[config.mk]
export PLATFORM = sky130hd
export DESIGN_NAME = bcrm_exec
export DESIGN_NICKNAME = d
export VERILOG_FILES = /design/src/rtl/bcrm_pkg.sv /design/src/rtl/bcrm_exec.sv
export SDC_FILE = /design/constraint.sdc
export NUM_CORES = 1
export LEC_CHECK = 0
export BUFFER_PORTS_ARGS = -buffer_cell sky130_fd_sc_hd__buf_4
export CAP_MARGIN = 20
export CORE_AREA = 4 4 214 216
export DETAILED_ROUTE_END_ITERATION = 10
export DIE_AREA = 0 0 218 220
export PLACE_DENSITY = 0.61
export SLEW_MARGIN = 15
export SYNTH_ARGS = -nofsm -noshare
export SYNTH_HDL_FRONTEND = slang
export SYNTH_SLANG_ARGS = --single-unit
[constraint.sdc]
create_clock -name vclk -period 6.18
set_input_delay 1.236 -clock vclk [all_inputs]
set_output_delay 1.236 -clock vclk [all_outputs]
set_load 0.02 [all_outputs]
[src/rtl/bcrm_pkg.sv]
// ----------------------------------------------------------------------------
// bcrm_pkg
// Opcodes, instruction lengths and the execute-stage result type shared by
// the register machine step modules.
// ----------------------------------------------------------------------------
package bcrm_pkg;

  localparam logic [7:0] OP_HALT   = 8'd0;
  localparam logic [7:0] OP_LOAD   = 8'd1;
  localparam logic [7:0] OP_CLEAR  = 8'd2;
  localparam logic [7:0] OP_INC    = 8'd3;
  localparam logic [7:0] OP_MOVE   = 8'd4;
  localparam logic [7:0] OP_JUMPEQ = 8'd5;

  localparam logic [63:0] LEN_LOAD  = 64'd10;
  localparam logic [63:0] LEN_SHORT = 64'd2;
  localparam logic [63:0] LEN_MOVE  = 64'd3;
  localparam logic [63:0] LEN_JUMP  = 64'd11;

  localparam logic [63:0] ERROR_MARK = 64'd255;

  // what one executed instruction leaves behind
  typedef struct packed {
    logic        we;
    logic [7:0]  waddr;
    logic [63:0] wdata;
    logic [63:0] pc;
    logic        stopped;
    logic [63:0] reg0;
    logic [7:0]  exit_code;
  } ex_res_t;

endpackage

[src/rtl/bcrm_exec.sv]
// ----------------------------------------------------------------------------
// bcrm_exec
// Execute stage: decodes one instruction, forms the register write, the next
// program counter and the halt status.
// ----------------------------------------------------------------------------
module bcrm_exec (
  input  logic              stopped,
  input  logic [63:0]       pc,
  input  logic [63:0]       reg0,
  input  logic [7:0]        operation,
  input  logic [7:0]        reg_first,
  input  logic [7:0]        reg_second,
  input  logic [63:0]       immediate,
  input  logic              wr_ok_first,
  input  logic              wr_ok_second,
  input  logic [63:0]       opa,
  input  logic [63:0]       opb,
  output bcrm_pkg::ex_res_t res
);
  import bcrm_pkg::*;

  logic        we;
  logic [7:0]  waddr;
  logic [63:0] wdata;
  logic [63:0] pc_nxt;
  logic [63:0] reg0_nxt;
  logic [63:0] reg0_m1;

  always_comb begin
    we     = 1'b0;
    waddr  = reg_first;
    wdata  = immediate;
    pc_nxt = pc;
    case (operation)
      OP_HALT: begin
        we    = 1'b1;
        waddr = 8'd0;
        wdata = opa + 64'd1;
      end
      OP_LOAD: begin
        we     = wr_ok_first;
        pc_nxt = pc + LEN_LOAD;
      end
      OP_CLEAR: begin
        we     = wr_ok_first;
        wdata  = 64'd0;
        pc_nxt = pc + LEN_SHORT;
      end
      OP_INC: begin
        we     = wr_ok_first;
        wdata  = opa + 64'd1;
        pc_nxt = pc + LEN_SHORT;
      end
      OP_MOVE: begin
        we     = wr_ok_second;
        waddr  = reg_second;
        wdata  = opa;
        pc_nxt = pc + LEN_MOVE;
      end
      OP_JUMPEQ: begin
        pc_nxt = (opa == opb) ? immediate : pc + LEN_JUMP;
      end
      default: begin
        we    = 1'b1;
        waddr = 8'd0;
        wdata = ERROR_MARK;
      end
    endcase

    // a stopped machine leaves all state alone
    if (stopped) begin
      we     = 1'b0;
      pc_nxt = pc;
    end

    reg0_nxt = (we && waddr == 8'd0) ? wdata : reg0;
    reg0_m1  = reg0_nxt - 64'd1;

    res.we        = we;
    res.waddr     = waddr;
    res.wdata     = wdata;
    res.pc        = pc_nxt;
    res.stopped   = stopped || (reg0_nxt != 64'd0);
    res.reg0      = reg0_nxt;
    res.exit_code = res.stopped ? reg0_m1[7:0] : 8'd0;
  end

endmodule

Yosys cells after proc, flatten, opt, wreduce, memory -nomap -nowiden --
Cells that the tools add are included.
Storage, ports and cells: flip-flop bits (word level) 0, logic and storage cells 31
Cells by class: $add $sub $neg 6, eq/ne operators 6, mux-type cells 9, reductions and logical operators 10
Operators with widths (number):
- $pmux 64 s4 | 2
- $mux 64 | 3
- $add 64x2->64 const B | 2
- $add 64x4->64 const B | 2
- $add 64x1->64 const B | 1
- $eq 64x64->1 | 1
- $reduce_bool 64->1 | 1
- $eq 8x2->1 const B | 2
- $eq 8x3->1 const B | 2
- $logic_not 8->1 | 2
- $pmux 8 s2 | 1
- $eq 8x1->1 const B | 1
- $mux 8 | 1
- $sub 8x1->8 const B | 1
- $reduce_or 2->1 | 3
- $reduce_or 4->1 | 1
- $pmux 1 s3 | 1
- $reduce_or 3->1 | 1
- $logic_and 1x1->1 | 1
- $logic_or 1x1->1 | 1
- $mux 1 | 1

Longest topological paths before layout --
Gate-level depths: netlist of the first run.
depth in word-level cells 9, mapped depth 18

Worst setup path after synthesis of the first run --
OpenSTA, ideal clock, no wires.
path kind in2out, start point in operation[3], end point out res[2] in the netlist's numbering, arrival time 4769 ps, data required time 4944 ps, path slack 175 ps, stages on the path 15, buffers on the path 2, cell sequence or4_1 -> or2_2 -> clkbuf_1 -> clkbuf_1 -> a221oi_1 -> o21ai_0 -> mux2i_1 -> ha_1 -> nand2b_1 -> nor4_1 -> nand4_1 -> a22oi_1 -> o2111ai_1 -> nor4_4 -> nor2_1
RTL lines:
- start: declaration | RTL line bcrm_exec.sv:10 | input logic [7:0] operation,
- end: declaration | RTL line bcrm_exec.sv:18 | output bcrm_pkg::ex_res_t res

==> impl_results.md, run 1 <==
* Fillers at 4,876
* Layout area overhead at 51.33%
* Remaining global-route overflow at 0
* # clk buffers at 0
* Setup violators final at 2
* Syn Inst Count at 1,984
* Syn_area_per_cell at between 5 and 6 µm²
* Drt pass-1 iters at 6
* Port bufs at 557
* Initial Utilization at between 20% and 30%
* Hold WC Path Type: in2out
* Worst-path cell with the longest stage delay: or4_4
* FP Rows at between 70 and 80
* Pin count of the biggest net entering global routing at 118
* Number of top-level pins at around 560
* Sequential cells at 0
* Slowest stage delay, CP at about 570 ps
* Most common cell after layout, fill and taps aside: buf_4
* Crit-path cells: buf_6 > or4_4 > nor4_4 > o31ai_2 > o21a_1 > nor2_4 > mux2i_2 > ha_2 > nand2b_4 > nor4_4 > nand4_1 > a22oi_1 > buf_4 > o2111ai_4 > nor4_4 > buf_6 > clkbuf_16 > nor2_1 > buf_4
* Worst Path Buf+Inv at 5
* Post-synthesis mux area share at 3.118%
* Core area at roughly 44,000 µm²
* Vias in the first global route at ~17,000
* Commonest cells after routing, fill and taps aside: buf_4 (712), nand2_1 (270), nor2_1 (223)
* Failing checks: negative setup slack
* FF+latch area at 0 µm²
* Post-route ant nets at 0
* YS warnings at 0
* Share of cells above drive strength 1 at 32.43%
* Slew Viols, Final at 0
* Startpoint types: input port
* Final HPWL DP at 73.52 mm
* Cell mode on critical path: nor4_4
* Relative slew slack at 31.13%
* Die Y at 220 µm
* Status: complete, but fails checks
* Synth area leaders: xnor2_1 (9.8%), nand2_1 (9.0%), o21ai_0 (8.2%), nor2_1 (7.6%), clkbuf_1 (4.8%)
* Post-CTS Hold Fix Bufs at 0
* Power density cells at 57.09 nW/µm²
* Worst slew pin tran at 1020 ps
* Final core utilization at 38.98%
* Top delay family on crit path: simple AND/OR/NAND/NOR gates
* CP Max Fanout at 4
* Post-synthesis compound-gate area fraction at 32.08%
* Post-synth top area share at about 9.8%
* Static Leak at roughly 7 nW
* Syn Std Cell Area at 11,310 µm²
* Setup slack after layout at -4.366 ps
* Multi-input gate area at between 10,000 and 15,000 µm²
* DRC at 0
* Routed wire length at 88.81 mm
* Adder-cell share of the synthesized area at 0.7741%
* Critical Path RT at 4940 ps
* Number of DRC markers in iteration 0 at ~1,900
* Initial antenna violation count at 3
* Hold slack final at between 2000 and 3000 ps
* DR vias/cell at ~6
* Crit end category: output port
* Die area at 47,960 µm²
* GP Congestion at 1.003
* Dpl ws at -364.2 ps
* DR WL/cell at 28.57 µm
* Number of distinct library cells after synthesis at 82
* GRT Total Usage at 33.90%
* Mapped Nets at 2,338
* Seq/Total Area, Yosys at 0%
* PnR Total Power at 977.6 µW
* Period utilization at 100.1%
* Max Freq at 161.7 MHz
* Max-cap violations at 0
* Crit Path Class: in2out
* Largest family of logic cells by synthesized area: simple AND/OR/NAND/NOR gates
* Vias at 18,628
* RSZ-0062 raised after global routing: true
* First-pass GRT wire length at 122.5 mm
* Layout Nets at 2,872
* Critical Path AT at 4950 ps
* Xor/xnor share of the synthesized area at 12.85%
* Synth Area in Simple Gates at 42.50%
* Tmin final at 6184 ps
* Die Wd at 218 µm
* Area leader, netlist: xnor2_1
* Fin. Hold Viols at 0
* IR drop worst, VDD at 38.67 µV
final timing paths:
kind	startpoint	end	slack [ps]	cells past startpoint
worst min-delay path	reg0[58]	res[66]	2780	4
worst max-delay path	reg_first[0]	res[6]	-4	19
cell families after synthesis:
| kind of cell | after synthesis |
|---|---|
| AOI/OAI and AO/OA | 565 |
| xor gates and xnor gates | 166 |
| adders and majority gates | 7 |
| buffers and inverters | 246 |
| muxes | 33 |
| and+or+nand+nor | 967 |
layer usage:
metal / global-route usage, % / part of all wire [%] / up-vias
met5: 0 / 0 / -
met4: 10.20 / 3.7 / 0
met3: 4.550 / 8.8 / 133
met2: 56.61 / 46 / 1131
met1: 45.47 / 41 / 8983
li1: - / - / 8381
area by class of cell:
| cell class | count | area share (%) |
|---|---|---|
| diodes | 1 | 0.01461 |
| inverters | 48 | 1.052 |
| multi-input cells | 1738 | 61.84 |
| well taps | 592 | 4.326 |
| repair buffers | 730 | 32.77 |
Yosys cell counts, drive strengths merged, types with 5 or more instances:
cell and instances:
nor2 229, o41ai 6, o211ai 15, nand2b 8, o22a 7, mux2i 18
nor3 67, nor4 63, buf 45, nand4 86, a21o 15, nand3 100
a22o 27, clkbuf 153, o221ai 14, o22ai 20, o32ai 6, nand4b 5
a211oi 17, xnor2 126, or2 15, a22oi 41, inv 48, and4 18
mux2 15, a21oi 107, nor2b 13, a31oi 26, or3 31, ha 7
xor2 40, and2 14, a221oi 17, or4 20, o31ai 7, nand2 272
o21ai 187, and3 19
through the flow:
step / instances / cell area [µm²] / setup TNS (ps)
global placement: 3099 / 16780 / -4013
global route: 3109 / 17120 / -1731
CTS: 3100 / 16860 / 0
finish: 3109 / 17120 / -5.455
floorplan: 1984 / 11310 / 0
detailed placement: 3100 / 16790 / -3395
power by group:
| part | internal, mW | switching [mW] | leakage [nW] |
|---|---|---|---|
| Clock | 0.0000000217 | 0 | 0.00000634 |
| Combinational | 0.402 | 0.575 | 7.09 |
| Sequential | 0 | 0 | 0 |
| Total | 0.402 | 0.575 | 7.09 |
timing repair:
item                                    4_1_cts  5_1_grt
endpoints found under the setup margin       15       23
gates cloned                                  0        1
setup buffers                                 0        6
pin swaps                                     1        5
gates resized for setup                      12       39
(Power assumes the default switching activity.)
==> run 2: changes to the inputs <==
Settings changed: PLACE_DENSITY 0.61 to 0.49, SLEW_MARGIN 15 to 10.
Clock period 6.18 ns to 7.02 ns, I/O delays scaled along.
==> impl_results.md, run 2 (synthesized netlist as in run 1, its figures left out) <==
* Status: completed
* Static Leak at 6.525 nW
* Setup slack after layout at 134.8 ps
* Remaining global-route overflow at 0
* Critical Path RT at about 5600 ps
* TNS Setup at 0 ps
* Met3 wire length at 7.495 mm
* RSZ-0062 raised after global routing: false
* Die area at roughly 48,000 µm²
* Number of DRC markers in iteration 0 at 1,853
* Critical Path Sink: res[5]
* Routed wire length at between 80 and 90 mm
* Critical Path AT at 5480 ps
* Commonest cells after routing, fill and taps aside: buf_4 (619), nand2_1 (270), nor2_1 (228)
* Max-cap violations at 0
* Port bufs at 557
* GP Congestion at 0.9974
* Drt pass-1 iters at 6
* Pin count of the biggest net entering global routing at 118
* Share of cells above drive strength 1 at 28.55%
* Max Freq at 145.2 MHz
* Slew Viols, Final at 0
* Slowest stage delay, CP at roughly 500 ps
* Initial Utilization at 25.75%
* GRT Total Usage at between 30% and 40%
* Setup violators final at 0
* CP Max Fanout at 9
* Number of top-level pins at roughly 560
* FP Rows at 77
* Final HPWL DP at 72.28 mm
* Startpoint types: input port
* Worst slew pin tran at 877.0 ps
* Hold Path Origin: reg0[60]
* Layout Nets at about 2,800
* Uppermost routed layer: met4
* FF+latch area at 0 µm²
* First-pass GRT wire length at 123.4 mm
* Sequential cells at 0
* DR WL met2 at 40.88 mm
* DR vias/cell at 6.034
* Relative slew slack at 40.79%
* Fin. Hold Viols at 0
* Post-CTS Hold Fix Bufs at 0
* Die Y at 220 µm
* Power density cells at 51.24 nW/µm²
* DR WL/cell at 29.49 µm
* Final core utilization at 36.66%
* Vias at 18,138
* Most common cell after layout, fill and taps aside: buf_4
* Metal-1 WL at about 37 mm
* Period utilization at between 90% and 100%
* # clk buffers at 0
* Crit-path cells: buf_4 > nand4_1 > buf_4 > nor3_1 > nand4_2 > buf_4 > and3_1 > nor3_1 > inv_1 > o41ai_1 > nand4_1 > nor4_4 > buf_12 > nor2_1 > buf_4
* Crit Path Class: in2out
* Layout area overhead at 42.33%
* IR drop worst, VDD at 37.10 µV
* Post-route ant nets at 0
* Worst-path cell with the longest stage delay: nor4_4
* Initial antenna violation count at 0
* Crit end category: output port
* DRC at 0
* Core area at 43,930 µm²
* Cell mode on critical path: buf_4
* Hold WC Path Type: in2out
* Dpl ws at -200.3 ps
* Tmin final at 6885 ps
* CP startpoint: opa[3]
* Die Wd at 218 µm
* Vias in the first global route at 17,069
==> run 2: changes by cell type in the layout (fill, tap and decap cells not counted), sizes merged <==
| cell | previous run | this run |
|---|---|---|
| buf | 728 | 627 |
| clkbuf | 2 | 0 |
==> run 2: report_power, final <==
group	internal (mW)	switching [mW]	leakage, nW
combinational	0.331	0.495	6.52
clock	0.00000000191	0	0.00000926
sequential	0	0	0
==> run 2: layer usage <==
layer  global-route usage (%)  vias up
met5                        0        -
met4                    10.28        0
met3                    4.537      132
met2                    56.85     1129
met1                    45.72     8717
li1                         -     8160
==> run 2: what timing repair did <==
item                                    CTS  global route
gates resized for setup                   2             3
endpoints found under the setup margin    9             9
pin swaps                                 0             4
buffers inserted                          0             2
endpoints found under the hold margin     0             0
==> run 2: through the flow <==
step | cells | hold slack, ps | total power [mW] | area (µm²)
floorplan | 1984 | 2974 | 0.3627 | 11310
global placement | 3002 | 3116 | 0.8094 | 16060
detailed placement | 3003 | 3119 | 0.8098 | 16060
CTS | 3003 | 3120 | 0.8136 | 16070
global route | 3005 | 3145 | 0.8640 | 16100
finish | 3006 | 3119 | 0.8252 | 16100
==> run 2: worst min-delay path by stage <==
| stage | endpoint | slack (ps) | depth (start not counted) |
|---|---|---|---|
| global placement | res[31] | 3120 | 4 |
| global route | res[69] | 3140 | 4 |
| finish | res[68] | 3120 | 4 |
| CTS | res[43] | 3120 | 4 |
| floorplan | res[16] | 2970 | 2 |
| detailed placement | res[43] | 3120 | 4 |
==> run 2: final cells by class <==
type | instances | area [µm²]
Antenna cell | 1 | 2.502
Timing Repair Buffer | 627 | 4792
Tap cell | 592 | 740.7
Inverter | 48 | 180.2
Multi-Input combinational cell | 1738 | 10390
Fill cell | 4991 | 27830
==> run 2: worst max-delay path: cells and delay by family <==
kind            cells  cell delay [ps]
compound gates      1              370
simple gates        8             2530
buf+inv             6             1150
==> run 3: changes to the inputs <==
Settings changed: CORE_AREA 4 4 214 216 to 2 2 218 220, DIE_AREA 0 0 218 220 to 0 0 220 222, PLACE_DENSITY 0.49 to 0.47.
==> impl_results.md, run 3 (synthesized netlist as in run 1, its figures left out) <==
* Status: completed
* Share of cells above drive strength 1 at 28.85%
* Worst Path Buf+Inv at 5
* Most common cell after layout, fill and taps aside: buf_4
* Relative slew slack at between 20% and 30%
* Die area at roughly 50,000 µm²
* FP Rows at 79
* Cell mode on critical path: buf_4
* Fillers at between 5,000 and 6,000
* Worst-path cell with the longest stage delay: o31ai_1
* Tmin final at 6778 ps
* Hold path depth at 4
* PnR Total Power at 816.7 µW
* DR vias/cell at 5.994
* Crit end category: output port
* Max Freq at 147.5 MHz
* Drt pass-1 iters at 6
* Max-cap violations at 0
* Initial antenna violation count at 3
* Levels on crit path at 19
* Post-CTS Hold Fix Bufs at 0
* Static Leak at 6.561 nW
* Post-route ant nets at 0
* Startpoint types: input port
* IR drop worst, VDD at 35.44 µV
* Hold WC Path Type: in2out
* Critical Path Sink: res[4]
* Slowest stage delay, CP at 530 ps
* CP Max Fanout at 11
* CP startpoint: operation[1]
* FF+latch area at 0 µm²
* DRC at 0
* Setup violators final at 0
* Sequential cells at 0
* Vias at 18,169
* Die Wd at 220 µm
* First-pass GRT wire length at 121.6 mm
* Layout area overhead at 42.92%
* Multi-input gate area at 10,390 µm²
* Post-DP Area at 16,140 µm²
* Top delay family on crit path: simple AND/OR/NAND/NOR gates
* RSZ-0062 raised after global routing: false
* Critical Path RT at 5620 ps
* DR WL/cell at about 29 µm
* Slew Viols, Final at 0
* Pin count of the biggest net entering global routing at 118
* Dpl ws at 183.4 ps
* Final HPWL DP at around 70 mm
* Finished Cell Area at ~16,000 µm²
* Die Y at 222 µm
* Port bufs at roughly 560
* Number of top-level pins at between 500 and 600
* Remaining global-route overflow at 0
* Postcts setup bufs at 0
* Layout Nets at ~2,800
* GP Congestion at 0.9811
* Fin. Hold Viols at 0
* # clk buffers at 0
* Period utilization at 96.55%
* Vias in the first global route at 16,904
* Power density cells at 50.51 nW/µm²
* Crit-path cells: buf_4 > nor2b_1 > nor4_1 > o31ai_1 > o21a_1 > nor2_4 > mux2i_1 > ha_1 > nand2b_1 > nor4_2 > nand4_1 > a22oi_1 > buf_4 > o2111ai_1 > buf_4 > nor4_4 > buf_4 > nor2_1 > buf_4
* Setup slack after layout at 242.0 ps
* TNS Setup at 0 ps
* Critical Path AT at 5370 ps
* Worst slew pin tran at 1082 ps
* Core area at 46,260 µm²
* GRT Total Usage at about 33%
* Routed wire length at 86.80 mm
* Crit Path Class: in2out
* Number of DRC markers in iteration 0 at ~1,700
* Initial Utilization at between 20 and 25%
* Final core utilization at roughly a third
* Commonest cells after routing, fill and taps aside: buf_4 (631), nand2_1 (270), nor2_1 (227)
## run 3: repair_timing
item	CTS	global route
gates resized for setup	0	5
setup endpoints to repair	0	16
hold endpoints to repair	0	0
## run 3: layer usage
metal / share of wire, % / global-route usage, %
met4: 4.6 / 12.62
met5: 0 / 0
met2: 46 / 54.41
met1: 41 / 44.13
met3: 9.0 / 5.295
## run 3: report_power, final
part | switching (mW) | total [mW] | internal, mW
clock network | 0 | 0.0000000101 | 0.0000000101
registers | 0 | 0 | 0
logic | 0.485 | 0.817 | 0.332
total | 0.485 | 0.817 | 0.332
## run 3: per-stage QoR
| step | std cells | hold slack (ps) |
|---|---|---|
| 2_1_floorplan | 1984 | 2974 |
| 3_3_place_gp | 3029 | 3114 |
| 3_5_place_dp | 3030 | 3114 |
| 4_1_cts | 3030 | 3117 |
| 5_1_grt | 3030 | 3143 |
| 6_report | 3031 | 3115 |
## run 3: area by class of cell
cell class	instances	area share, %
multi-input cells	1738	64.24
repair buffers	637	29.94
well taps	607	4.697
inverters	48	1.114
diodes	1	0.01548
## run 3: worst min path at each step
| stage | endpoint | startpoint | slack, ps |
|---|---|---|---|
| floorplan | res[16] | reg0[8] | 2970 |
| global placement | res[31] | reg0[23] | 3110 |
| detailed placement | res[31] | reg0[23] | 3110 |
| CTS | res[31] | reg0[23] | 3120 |
| global route | res[29] | reg0[21] | 3140 |
| finish | res[31] | reg0[23] | 3120 |
## run 3: worst min-delay path: stages
cell,delay [ps]
buf_4,80
nand2_1,40
nand2_1,60
buf_4,130
